$ cat config.mk
export PLATFORM = sky130hd
export DESIGN_NAME = bump_map_pixel_shader_core
export DESIGN_NICKNAME = d
export VERILOG_FILES = /design/src/rtl/bmps_pkg.sv /design/src/rtl/bump_map_pixel_shader_core.sv /design/src/rtl/bmps_slope.sv /design/src/rtl/bmps_radius.sv /design/src/rtl/bmps_search.sv
export SDC_FILE = /design/constraint.sdc
export NUM_CORES = 1
export LEC_CHECK = 0
export BUFFER_PORTS_ARGS = -buffer_cell sky130_fd_sc_hd__buf_2
export CAP_MARGIN = 10
export CORE_MARGIN = 5
export CORE_UTILIZATION = 56
export CTS_BUF_LIST = sky130_fd_sc_hd__clkbuf_16
export DETAILED_ROUTE_END_ITERATION = 8
export PLACE_DENSITY = 0.75
export SLEW_MARGIN = 20
export SYNTH_ARGS = -nofsm -noshare
export SYNTH_HDL_FRONTEND = slang
export SYNTH_HIERARCHICAL = 1
export SYNTH_SLANG_ARGS = --single-unit
$ cat constraint.sdc
create_clock -name clk -period 9.97 [get_ports clk]
set_clock_uncertainty 0.15 [all_clocks]
set_input_delay 0.997 -clock clk [delete_from_list [all_inputs] [get_ports clk]]
set_output_delay 0.997 -clock clk [all_outputs]
set_load 0.05 [all_outputs]
$ cat src/rtl/bmps_pkg.sv
package bmps_pkg;

	// Configuration register indexes.
	localparam logic [1:0] CFG_LIGHT_X = 2'd0;
	localparam logic [1:0] CFG_LIGHT_Y = 2'd1;

	localparam logic [8:0] LIGHT_X_RESET = 9'd160;
	localparam logic [7:0] LIGHT_Y_RESET = 8'd100;

	localparam int SCREEN_WIDTH_DEF  = 320;
	localparam int SCREEN_HEIGHT_DEF = 200;

	// Slope coordinates are biased by half of their 0..255 range.
	localparam logic [7:0] COORD_BIAS = 8'd128;

	// Intensity search: k is six bits, the scale is 63 squared.
	localparam int         K_W       = 6;
	localparam logic [5:0] MAX_K     = 6'd63;
	localparam logic [11:0] ENV_SCALE = 12'd3969;
	localparam int         RHS_SHIFT = 14;
	localparam int         LHS_W     = 27;

	// Largest left-hand side that still lies on the light disc.
	localparam logic [LHS_W-1:0] DISC_LHS = LHS_W'(16384 * 3969);

	typedef struct packed {
		logic              on_screen;
		logic signed [7:0] dx;
		logic signed [7:0] dy;
	} slope_t;

endpackage

$ cat src/rtl/bump_map_pixel_shader_core.sv
// Bump-mapped pixel shader with a radial environment light.
//
// The input channel (in_valid / in_stall) carries one pixel per beat: the four
// neighboring height bytes and the screen position. The output channel
// (out_valid / out_stall) returns one intensity beat per pixel, in order.
// The configuration channel (cfg_valid / cfg_ready) writes light_x at index 0
// and light_y at index 1; other indexes are ignored. It is always ready, and
// it should only be written while no pixel is in flight.
//
// Throughput is one pixel per clock while no valid result is stalled. The pipe
// has nine register stages: one stage forms the slope coordinates, two stages
// form the squared radius and scale it, and six stages settle the intensity one
// bit per stage by comparing against a squared complement. out_valid comes
// straight from the valid bit of the last search stage.
//
// Reset clears every stage's valid bit and loads the light registers with
// their defaults. When the receiver stalls a valid result, the whole pipe
// holds in place and in_stall rises, so no beat is lost or repeated; bubbles
// in the pipe keep flowing as long as the output is not stalled.
module bump_map_pixel_shader_core #(
	parameter int SCREEN_WIDTH  = bmps_pkg::SCREEN_WIDTH_DEF,
	parameter int SCREEN_HEIGHT = bmps_pkg::SCREEN_HEIGHT_DEF
) (
	input  logic       clk,
	input  logic       arst_n,

	input  logic       in_valid,
	output logic       in_stall,
	input  logic [7:0] height_left,
	input  logic [7:0] height_right,
	input  logic [7:0] height_above,
	input  logic [7:0] height_below,
	input  logic [8:0] pixel_col,
	input  logic [7:0] pixel_row,

	output logic       out_valid,
	input  logic       out_stall,
	output logic [5:0] intensity,

	input  logic       cfg_valid,
	output logic       cfg_ready,
	input  logic [1:0] cfg_index,
	input  logic [8:0] cfg_data
);

	logic                        en;
	logic [8:0]                  light_x_q;
	logic [7:0]                  light_y_q;
	logic                        valid_s1;
	bmps_pkg::slope_t            slope_s1;
	logic                        valid_s3;
	logic [bmps_pkg::LHS_W-1:0]  lhs_s3;

	// The pipe advances unless a finished result is being held by the receiver.
	assign en        = !(out_valid && out_stall);
	assign in_stall  = !en;
	assign cfg_ready = 1'b1;

	always_ff @(posedge clk or negedge arst_n) begin
		if (!arst_n) begin
			light_x_q <= bmps_pkg::LIGHT_X_RESET;
			light_y_q <= bmps_pkg::LIGHT_Y_RESET;
		end else if (cfg_valid && cfg_ready) begin
			unique case (cfg_index)
				bmps_pkg::CFG_LIGHT_X: light_x_q <= cfg_data;
				bmps_pkg::CFG_LIGHT_Y: light_y_q <= cfg_data[7:0];
				default: ;
			endcase
		end
	end

	bmps_slope #(
		.SCREEN_WIDTH  (SCREEN_WIDTH),
		.SCREEN_HEIGHT (SCREEN_HEIGHT)
	) u_slope (
		.clk          (clk),
		.arst_n       (arst_n),
		.en           (en),
		.in_valid     (in_valid),
		.height_left  (height_left),
		.height_right (height_right),
		.height_above (height_above),
		.height_below (height_below),
		.pixel_col    (pixel_col),
		.pixel_row    (pixel_row),
		.light_x      (light_x_q),
		.light_y      (light_y_q),
		.valid_s1     (valid_s1),
		.slope_s1     (slope_s1)
	);

	bmps_radius u_radius (
		.clk      (clk),
		.arst_n   (arst_n),
		.en       (en),
		.valid_s1 (valid_s1),
		.slope_s1 (slope_s1),
		.valid_s3 (valid_s3),
		.lhs_s3   (lhs_s3)
	);

	bmps_search u_search (
		.clk       (clk),
		.arst_n    (arst_n),
		.en        (en),
		.valid_s3  (valid_s3),
		.lhs_s3    (lhs_s3),
		.out_valid (out_valid),
		.intensity (intensity)
	);

	a_cfg_hold: assert property (@(posedge clk) disable iff (!arst_n)
		!cfg_valid |=> $stable(light_x_q) && $stable(light_y_q))
		else $error("light position changed without a configuration write");

endmodule

$ cat src/rtl/bmps_slope.sv
module bmps_slope #(
	parameter int SCREEN_WIDTH  = bmps_pkg::SCREEN_WIDTH_DEF,
	parameter int SCREEN_HEIGHT = bmps_pkg::SCREEN_HEIGHT_DEF
) (
	input  logic                clk,
	input  logic                arst_n,
	input  logic                en,
	input  logic                in_valid,
	input  logic [7:0]          height_left,
	input  logic [7:0]          height_right,
	input  logic [7:0]          height_above,
	input  logic [7:0]          height_below,
	input  logic [8:0]          pixel_col,
	input  logic [7:0]          pixel_row,
	input  logic [8:0]          light_x,
	input  logic [7:0]          light_y,
	output logic                valid_s1,
	output bmps_pkg::slope_t    slope_s1
);

	localparam logic [12:0] COL_LIMIT = 13'(SCREEN_WIDTH);
	localparam logic [12:0] ROW_LIMIT = 13'(SCREEN_HEIGHT - 1);

	logic signed [10:0] u_raw;
	logic signed [10:0] v_raw;
	logic [7:0]         u_clip;
	logic [7:0]         v_clip;
	logic               on_screen;
	bmps_pkg::slope_t   slope_d;

	assign u_raw = $signed({3'b000, height_left}) - $signed({3'b000, height_right})
		- $signed({2'b00, pixel_col}) + $signed({2'b00, light_x})
		+ $signed({3'b000, bmps_pkg::COORD_BIAS});
	assign v_raw = $signed({3'b000, height_above}) - $signed({3'b000, height_below})
		- $signed({3'b000, pixel_row}) + $signed({3'b000, light_y})
		+ $signed({3'b000, bmps_pkg::COORD_BIAS});

	// A coordinate outside 0..255 falls back to zero.
	assign u_clip = (u_raw[10:8] == 3'b000) ? u_raw[7:0] : 8'd0;
	assign v_clip = (v_raw[10:8] == 3'b000) ? v_raw[7:0] : 8'd0;

	assign on_screen = (pixel_row != 8'd0) && ({5'b0, pixel_row} < ROW_LIMIT)
		&& ({4'b0, pixel_col} < COL_LIMIT);

	always_comb begin
		slope_d.on_screen = on_screen;
		slope_d.dx        = $signed(u_clip - bmps_pkg::COORD_BIAS);
		slope_d.dy        = $signed(v_clip - bmps_pkg::COORD_BIAS);
	end

	always_ff @(posedge clk or negedge arst_n) begin
		if (!arst_n) begin
			valid_s1 <= 1'b0;
		end else if (en) begin
			valid_s1 <= in_valid;
		end
	end

	always_ff @(posedge clk) begin
		if (en) begin
			slope_s1 <= slope_d;
		end
	end

	a_border_row_dark: assert property (@(posedge clk) disable iff (!arst_n)
		en && in_valid && (pixel_row == 8'd0) |=> valid_s1 && !slope_s1.on_screen)
		else $error("top row was not marked as outside the screen");

endmodule

$ cat src/rtl/bmps_radius.sv
module bmps_radius (
	input  logic                        clk,
	input  logic                        arst_n,
	input  logic                        en,
	input  logic                        valid_s1,
	input  bmps_pkg::slope_t            slope_s1,
	output logic                        valid_s3,
	output logic [bmps_pkg::LHS_W-1:0]  lhs_s3
);

	logic signed [15:0]          dx_sq;
	logic signed [15:0]          dy_sq;
	logic [15:0]                 r2_d;
	logic                        valid_s2;
	logic                        inside_s2;
	logic [15:0]                 r2_s2;
	logic [27:0]                 lhs_prod;
	logic [bmps_pkg::LHS_W-1:0]  lhs_d;

	assign dx_sq = slope_s1.dx * slope_s1.dx;
	assign dy_sq = slope_s1.dy * slope_s1.dy;
	assign r2_d  = $unsigned(dx_sq) + $unsigned(dy_sq);

	assign lhs_prod = {12'd0, r2_s2} * {16'd0, bmps_pkg::ENV_SCALE};
	// Pixels off the screen get a left-hand side no disc radius can meet.
	assign lhs_d = inside_s2 ? lhs_prod[bmps_pkg::LHS_W-1:0] : '1;

	always_ff @(posedge clk or negedge arst_n) begin
		if (!arst_n) begin
			valid_s2 <= 1'b0;
			valid_s3 <= 1'b0;
		end else if (en) begin
			valid_s2 <= valid_s1;
			valid_s3 <= valid_s2;
		end
	end

	always_ff @(posedge clk) begin
		if (en) begin
			inside_s2 <= slope_s1.on_screen;
			r2_s2     <= r2_d;
			lhs_s3    <= lhs_d;
		end
	end

	a_r2_range: assert property (@(posedge clk) disable iff (!arst_n)
		valid_s2 |-> (r2_s2 <= 16'd32768))
		else $error("squared radius beyond the coordinate range");

endmodule

$ cat src/rtl/bmps_search.sv
module bmps_search (
	input  logic                        clk,
	input  logic                        arst_n,
	input  logic                        en,
	input  logic                        valid_s3,
	input  logic [bmps_pkg::LHS_W-1:0]  lhs_s3,
	output logic                        out_valid,
	output logic [bmps_pkg::K_W-1:0]    intensity
);

	localparam int STEPS = bmps_pkg::K_W;

	logic                        valid_s [STEPS];
	logic [bmps_pkg::K_W-1:0]    k_s     [STEPS];
	logic [bmps_pkg::LHS_W-1:0]  lhs_s   [STEPS];

	// One bit of k is settled per stage, most significant bit first.
	for (genvar j = 0; j < STEPS; j++) begin : g_step
		localparam logic [bmps_pkg::K_W-1:0] TRY_BIT =
			bmps_pkg::K_W'(1) << (bmps_pkg::K_W - 1 - j);

		logic                        valid_p;
		logic [bmps_pkg::K_W-1:0]    k_p;
		logic [bmps_pkg::LHS_W-1:0]  lhs_p;
		logic [bmps_pkg::K_W-1:0]    trial;
		logic [bmps_pkg::K_W-1:0]    comp;
		logic [2*bmps_pkg::K_W-1:0]  comp_sq;
		logic [bmps_pkg::LHS_W-1:0]  rhs;

		if (j == 0) begin : g_first
			assign valid_p = valid_s3;
			assign k_p     = '0;
			assign lhs_p   = lhs_s3;
		end else begin : g_next
			assign valid_p = valid_s[j-1];
			assign k_p     = k_s[j-1];
			assign lhs_p   = lhs_s[j-1];
		end

		assign trial   = k_p | TRY_BIT;
		assign comp    = bmps_pkg::MAX_K - trial;
		assign comp_sq = comp * comp;
		assign rhs     = bmps_pkg::LHS_W'({comp_sq, bmps_pkg::RHS_SHIFT'(0)});

		always_ff @(posedge clk or negedge arst_n) begin
			if (!arst_n) begin
				valid_s[j] <= 1'b0;
			end else if (en) begin
				valid_s[j] <= valid_p;
			end
		end

		always_ff @(posedge clk) begin
			if (en) begin
				k_s[j]   <= (lhs_p <= rhs) ? trial : k_p;
				lhs_s[j] <= lhs_p;
			end
		end
	end

	assign out_valid = valid_s[STEPS-1];
	assign intensity = k_s[STEPS-1];

	a_off_disc_dark: assert property (@(posedge clk) disable iff (!arst_n)
		valid_s[STEPS-1] && (lhs_s[STEPS-1] > bmps_pkg::DISC_LHS)
		|-> (k_s[STEPS-1] == '0))
		else $error("pixel off the light disc produced nonzero intensity");

endmodule

* Word level (Yosys, flattened, before mapping) *
Memory sizes are Yosys's and may differ from the RTL's.
Index checks and enable logic that the tools add are counted.
Widths: inputs -> output; s select.

word-level totals
  flip-flop bits (word level) = 87
  RAM bits = 198
  input port bits = 65
  output and inout port bits = 9
  logic and storage cells = 70
  memories kept = 2

cells by class
  add/sub/neg operators = 16
  multiply operators = 8
  magnitude comparators = 8
  equality and inequality tests = 1
  muxes and demuxes = 9
  reduce and logical (&&, ||, !) cells = 9

memory list
  memory          depth  width  read ports  clocked after memory_dff  wr ports  line               RTL
  u_search.lhs_s  6      27     5           0                         6         bmps_search.sv:15  logic [bmps_pkg::LHS_W-1:0] lhs_s [STEPS];
  u_search.k_s    6      6      6           0                         6         bmps_search.sv:14  logic [bmps_pkg::K_W-1:0] k_s [STEPS];

operator list
  kind                    count
  $le 27x26->1            5
  $mul 6x6->12            5
  $mul 8x8->16            2
  $sub 6x6->6 const A     5
  $le 27x24->1 const B    1
  $mul 16x12->27 const B  1
  $add 11x9->11 const B   2
  $sub 8x8->9             2
  $add 16x16->16          1
  $mux 8                  2
  $sub 8x8->8 const B     2
  $add 11x10->11          1
  $add 11x9->11           1
  $sub 11x10->11          1
  $sub 11x9->11           1
  $lt 9x9->1 const B      1
  $lt 8x8->1 const B      1
  $reduce_bool 8->1       1
  $logic_not 3->1         2
  $mux 6                  1
  $mux 5                  1
  $mux 4                  1
  $reduce_and 2->1        2
  $logic_and 1x1->1       3
  5 further kinds         6

* Depth between registers and ports, before layout *
Gate-level depths: netlist of the first run.

  depth in word-level cells = 7
  mapped depth = 21
  gate-level depth less buffers = 20

* Hierarchy *
Netlist of the first run, hierarchy kept.

modules (own cells, without submodules)
  module                      times used  cells an instance  area each (um2)  sequential area each (um2)
  bmps_radius                 1           782                8564.5           1371.3
  bmps_search                 1           476                7334.5           4834.6
  bmps_slope                  1           321                2870.3           535.5
  bump_map_pixel_shader_core  1           41                 685.7            431.7

* Least setup slack after synthesis of the first run *
OpenSTA, ideal clock, no wires.

  kind = input -> output
  start point = input port out_stall
  end point = output port in_stall
  arrival = 7.342 ns
  data required time = 8.823 ns
  slack = 1.481 ns
  cell stages on the path = 2
  buffers on the path = 0
  cell sequence = nand2_1 -> inv_1

between the ends
  longest elaborated chain between the ends = 1

RTL lines
  what                line                              RTL
  start: declaration  bump_map_pixel_shader_core.sv:37  input logic out_stall,
  $logic_and 1x1->1   bump_map_pixel_shader_core.sv:55  assign en = !(out_valid && out_stall);
  end: declaration    bump_map_pixel_shader_core.sv:28  output logic in_stall,

No other way between the ends.

* Worst setup path after layout of the first run *
  start point = register, netlist name u_slope/slope_s1[2]
  end point = register u_radius.r2_s2[15] (data pin)

between the ends
  longest elaborated chain between the ends = 2

RTL lines
  what                    line               RTL
  $mul 8x8->16            bmps_radius.sv:21  assign dy_sq = slope_s1.dy * slope_s1.dy;
  $add 16x16->16          bmps_radius.sv:22  assign r2_d = $unsigned(dx_sq) + $unsigned(dy_sq);
  via u_radius.r2_d[15]   bmps_radius.sv:13  logic [15:0] r2_d;
  end signal: assignment  bmps_radius.sv:41  r2_s2 <= r2_d;
  end: declaration        bmps_radius.sv:16  logic [15:0] r2_s2;

The timed path passes the listed nets, and every way through them passes these cells.
A chain may end at the register's enable or synchronous reset.

==> impl_metrics.csv, run 1 <==
group,metric,value,unit
global_route,antenna_found_initial,0,
detailed_routing,drcViolationCount,0,
finish,num-nets-final,2221,
die,pin_count,74,
critical_path,required,10.09,ns
finish,fin_util,0.615,
critical_path,critPathKind,"reg2reg",
detailed_routing,drtIter0Drc,496,
yosys,avgSynthCellArea,12.0,µm²
sta,hold_viol_final,0,
sta,rsz0062_at_grt,"false",
die,die_w,196,µm
flow_run,max_cap_violations,0,
clocking,clockBufferDepth,3,
yosys,synth_cell_types,78,
detailed_routing,vias_per_cell,5.32,
place,io_buffer_count,72,
yosys,ys_ff_latch,243,
critical_path,crit_path_frequent_cell,"fa_1",
yosys,synth_top_area_cell,"edfxtp_1",
sta,max_slew.worst_pin.slew,0.823,ns
finish,syn_to_final_growth,8.95,%
sta,report.final.slew_viol_count,0,
finish,fillerInstances,2734,
min_path,min_path_type,"reg2reg",
finish,antenna_cells,0,
yosys,synth_edf_count,217,
global_route,grt_usage,0.184,
sta,fmax,168,MHz
critical_path,crit_path_max_incr_delay,0.63,ns
critical_path,crit_arrival,6.06,ns
yosys,synthTopCellsByArea,"edfxtp_1, fa_1, ha_1, inv_1, dfrtp_1",
sta,fin_crit,5.94,ns
global_route,grt_pass1_wl,59.1,mm
yosys,netlist.area_leader.share,0.335,
detailed_routing,drtPass1Iterations,5,
global_route,globalRouteOverflowTotal,0,
clocking,clk_latency,0.54,ns
critical_path,cp-start-kind,"register",
sta,finalCritPeriodShare,0.596,
yosys,yosysWarnings,6,
detailed_routing,wire_per_inst,15.8,µm
die,die_area,0.0386,mm²
sta,tns,0,ns
clocking,cts.reportedPaths.clkPinSlew,0.06,ns
finish,drive_above_1_share,0.103,
clocking,post_cts_resized,0,
clocking,post_cts_buffers,0,
clocking,cts_buffers,26,
global_route,grt_max_degree,71,
die,rows,68,
critical_path,cp_max_fo,13,
yosys,ys.flop_type,"edfxtp_1",
sta,slew_headroom,0.451,
yosys,ys_seq_area_frac,0.369,
run_status,status,"completed",
detailed_routing,wl,34.6,mm
clocking,root_buffer,"clkbuf_16",
critical_path,cpMaxStageDelayCell,"fa_1",
critical_path,path_buf_inv,3,
yosys,syn_area,0.0195,mm²
die,initial_core_util,0.565,
clocking,cts.sinks,243,
finish,final_common_cell,"inv_1",
critical_path,cp-end-kind,"register",
critical_path,cp_cell_sequence,"nand2_1 -> fa_1 -> inv_1 -> fa_1 -> fa_1 -> fa_1 -> fa_1 -> inv_1 -> fa_1 -> inv_1 -> ha_1 -> or3_1 -> a31o_2 -> a41oi_1 -> xnor2_1",
sta,finalSetupViolCount,0,
global_route,grt_pass1_vias,12700,
yosys,async_flop_share,0.107,
clocking,cts_tree,"built",
detailed_routing,drt.antenna.violating_nets,0,
die,coreArea,0.0345,mm²
clocking,ctsHtreeMaxLevel,1,
finish,final_cell_mix,"inv_1, ha_1, edfxtp_1",
die,fp.dieH,196,µm
place,place_hpwl,28.7,mm
place,gp_congestion,0.853,
yosys,synthesis.instances,1620,
sta,hold_ws,0.289,ns
clocking,cts_hold_buffers,0,
critical_path,cp_top_family,"adder cells",
detailed_routing,num_vias,11600,
==> state kept, by name, summed over array words and instances (netlist names), 5 cells and up <==
signal / flops
light_x_q: 9
u_radius/lhs_s3: 27
u_slope/slope_s1: 17
light_y_q: 8
u_search/k_s: 21
u_search/lhs_s: 135
u_radius/r2_s2: 16
u_search/g_step.valid_p: 5
==> kinds of logic (layout without fill, tap and decap cells) <==
kind of cell / Yosys count / count (layout) / share of synthesized area
XOR/XNOR: 86 / 86 / 0.0387
flip-flops: 243 / 243 / 0.369
multiplexers: 33 / 33 / 0.0192
other: 2 / 3 / 0.000386
AND/OR/NAND/NOR: 312 / 312 / 0.0846
buffers and inverters: 306 / 415 / 0.0597
adder cells (fa/ha/maj): 446 / 446 / 0.361
AO/OA/AOI/OAI: 192 / 192 / 0.0678
==> per-stage QoR <==
stage / std cells / setup WS [ns] / area [µm²]
global placement: 2137 / 4.20 / 20400
global route: 2185 / 3.68 / 21200
finish: 2185 / 4.03 / 21200
detailed placement: 2137 / 4.03 / 20400
floorplan: 1621 / 1.48 / 19500
CTS: 2185 / 4.01 / 21200
==> final cells by class <==
type / instances / area (µm²) / share of cell area
Clock inverter: 22 / 189 / 0.00891
Clock buffer: 26 / 651 / 0.0307
Timing Repair Buffer: 76 / 390 / 0.0184
Tap cell: 455 / 569 / 0.0269
Sequential cell: 243 / 7170 / 0.338
Inverter: 291 / 1090 / 0.0515
Multi-Input combinational cell: 1072 / 11100 / 0.525
==> layer usage <==
metal,GRT usage,wire length (µm)
met1,0.213,13600
met2,0.360,19300
met3,0.0202,836
met4,0.0491,844
met5,0,0
==> cells in the mapped netlist (all sizes together), types with 4 or more instances <==
cell type / count
dfstp: 5
and2: 39
a211oi: 15
dfrtp: 21
edfxtp: 217
o21bai: 11
inv: 291
ha: 254
nor3b: 5
and3: 6
a21oi: 48
nor3: 18
a21o: 24
xor2: 29
nand3: 7
nor2: 66
fa: 192
mux2: 31
nand2: 79
nand4: 9
o21a: 9
nor2b: 12
clkbuf: 12
o211ai: 9
xnor2: 57
nor4b: 5
a31oi: 6
o21ai: 38
nand2b: 20
or3: 4
nor4: 25
==> final timing paths <==
path	depth (start not counted)	slack, ns	endpoint	start
setup reg to reg	15	4.03	u_radius/r2_s2[15]	u_slope/slope_s1[2]
setup / recovery	15	4.03	u_radius/r2_s2[15]	u_slope/slope_s1[2]
hold / removal	0	0.29	u_search/lhs_s[3][0]	u_search/lhs_s[2][0]
max in group asynchronous	1	8.98	light_y_q[0]	arst_n
hold reg to reg	0	0.29	u_search/lhs_s[3][0]	u_search/lhs_s[2][0]
min in group asynchronous	1	0.30	u_search/g_step[2].valid_p	arst_n
Power of run 1 is not shown: default switching activity piles up to over one toggle a cycle in this logic, so the estimate is an artifact.
==> inputs of run 2 (changes only) <==
clock period = 5.47 ns   (was 9.97 ns; I/O delays follow)
==> impl_metrics.csv, run 2 (synthesis gave the netlist of run 1 again) <==
group,metric,value,unit
sta,rsz0062_at_grt,"true",
finish,ff_latch_area,0.00717,mm²
sta,report.final.slew_viol_count,0,
place,place_hpwl,28.7,mm
die,coreArea,0.0345,mm²
critical_path,crit_path_max_incr_delay,0.59,ns
run_status,status,"completed",
finish,multiInputGateArea,0.0114,mm²
sta,finalSetupViolCount,0,
clocking,clk_latency,0.53,ns
global_route,met1_usage,0.215,
finish,largest-register,"u_search/lhs_s",
clocking,cts_buffers,26,
clocking,cts.reportedPaths.clkPinSlew,0.06,ns
min_path,min_path_type,"in2reg",
global_route,grt_pass1_vias,13000,
global_route,antenna_found_initial,0,
clocking,root_buffer,"clkbuf_16",
die,die_area,0.0386,mm²
sta,fmax,183,MHz
finish,final_common_cell,"inv_1",
sta,hold_viol_final,0,
die,fp.dieH,196,µm
clocking,ctsHtreeMaxLevel,1,
finish,fin_util,0.645,
detailed_routing,drtIter0Drc,428,
detailed_routing,drcViolationCount,0,
finish,antenna_cells,0,
die,rows,68,
global_route,grt_max_degree,156,
sta,slew_headroom,0.441,
die,die_w,196,µm
critical_path,crit_path_frequent_cell,"fa_1",
finish,final_cell_mix,"inv_1, ha_1, edfxtp_1",
clocking,cts.sinks,243,
critical_path,crit_arrival,5.59,ns
detailed_routing,num_vias,12000,
sta,finalCritPeriodShare,1.00,
die,pin_count,74,
flow_run,max_cap_violations,0,
sta,hold_ws,0.0994,ns
global_route,grt_pass1_wl,60.0,mm
detailed_routing,drtPass1Iterations,5,
place,io_buffer_count,72,
critical_path,critPathKind,"reg2reg",
global_route,busiest_layer,"met2",
global_route,globalRouteOverflowTotal,0,
global_route,grt_usage,0.188,
clocking,cts_tree,"built",
place,gp_congestion,0.844,
critical_path,cpMaxStageDelayCell,"fa_2",
critical_path,required,5.59,ns
finish,largest_reg_flops,135,
detailed_routing,wl,36.5,mm
critical_path,cp-end-kind,"register",
global_route,met3_usage,0.0205,
critical_path,cp_max_fo,3,
detailed_routing,wire_per_inst,16.1,µm
critical_path,cp-start-kind,"register",
global_route,use_met2,0.370,
finish,syn_to_final_growth,14.3,%
finish,num-nets-final,2300,
sta,tns,0,ns
sta,fin_crit,5.47,ns
finish,fillerInstances,2543,
detailed_routing,vias_per_cell,5.32,
critical_path,rrSetupSlack,0.0002,ns
finish,top_regs,"u_search/lhs_s (135), u_radius/lhs_s3 (27), u_search/k_s (21)",
detailed_routing,drt.antenna.violating_nets,0,
clocking,clockBufferDepth,3,
die,initial_core_util,0.565,
finish,drive_above_1_share,0.179,
critical_path,cp_cell_sequence,"and2_4 -> fa_2 -> buf_6 -> fa_1 -> fa_1 -> inv_2 -> fa_1 -> inv_2 -> fa_1 -> inv_1 -> fa_1 -> inv_1 -> ha_2 -> or3_4 -> a31o_4 -> a41oi_2 -> xnor2_1",
sta,max_slew.worst_pin.slew,0.839,ns
[run 2: metrics by stage]
step / setup slack, ns / cell area (µm²) / instances
finish: 0.000182 / 22200 / 2264
detailed placement: -0.168 / 20800 / 2194
global placement: -0.0912 / 20800 / 2194
global route: -0.197 / 22200 / 2264
CTS: -0.0148 / 21900 / 2255
floorplan: 0.00851 / 19500 / 1621
[run 2: repair_timing]
action,CTS,global route
buffers inserted,12,9
endpoints found under the hold margin,21,0
resized for setup,23,61
gates cloned,0,0
hold buffers,1,0
setup endpoints to repair,5,5
pin swaps,28,41
[run 2: layout make-up]
class	count	area share
clock buffer	26	0.0293
sequential	243	0.323
multi-input combinational	1072	0.515
timing repair buffer	155	0.0473
tap	455	0.0256
clock inverter	22	0.0109
inverter	291	0.0493
[run 2: path summary, 6_finish.rpt]
path / to / startpoint / cells after the start
setup reg to reg: u_radius/r2_s2[15] / u_slope/slope_s1[11] / 17
hold / removal: light_x_q[8] / cfg_data[8] / 2
setup / recovery: u_radius/r2_s2[15] / u_slope/slope_s1[11] / 17
hold reg to reg: u_radius/inside_s2 / u_slope/slope_s1[16] / 0
max in group asynchronous: light_x_q[3] / arst_n / 2
min in group asynchronous: u_radius/valid_s2 / arst_n / 2
[run 2: metal layers]
metal | up-vias | part of all wire
met5 | - | 0
met1 | 5956 | 0.38
met4 | 0 | 0.030
met2 | 171 | 0.57
li1 | 5838 | -
met3 | 75 | 0.026
[run 2: critical path, delay by kind of cell, from the launching register on]
kind                       cells  cell delay (ns)
adders and majority gates      7             3.21
and+or+nand+nor                2             0.58
DFF                            1             0.51
AOI/OAI and AO/OA              2             0.40
buffers and inverters          5             0.28
xor gates and xnor gates       1             0.08
Power of run 2 is left out for the same reason.
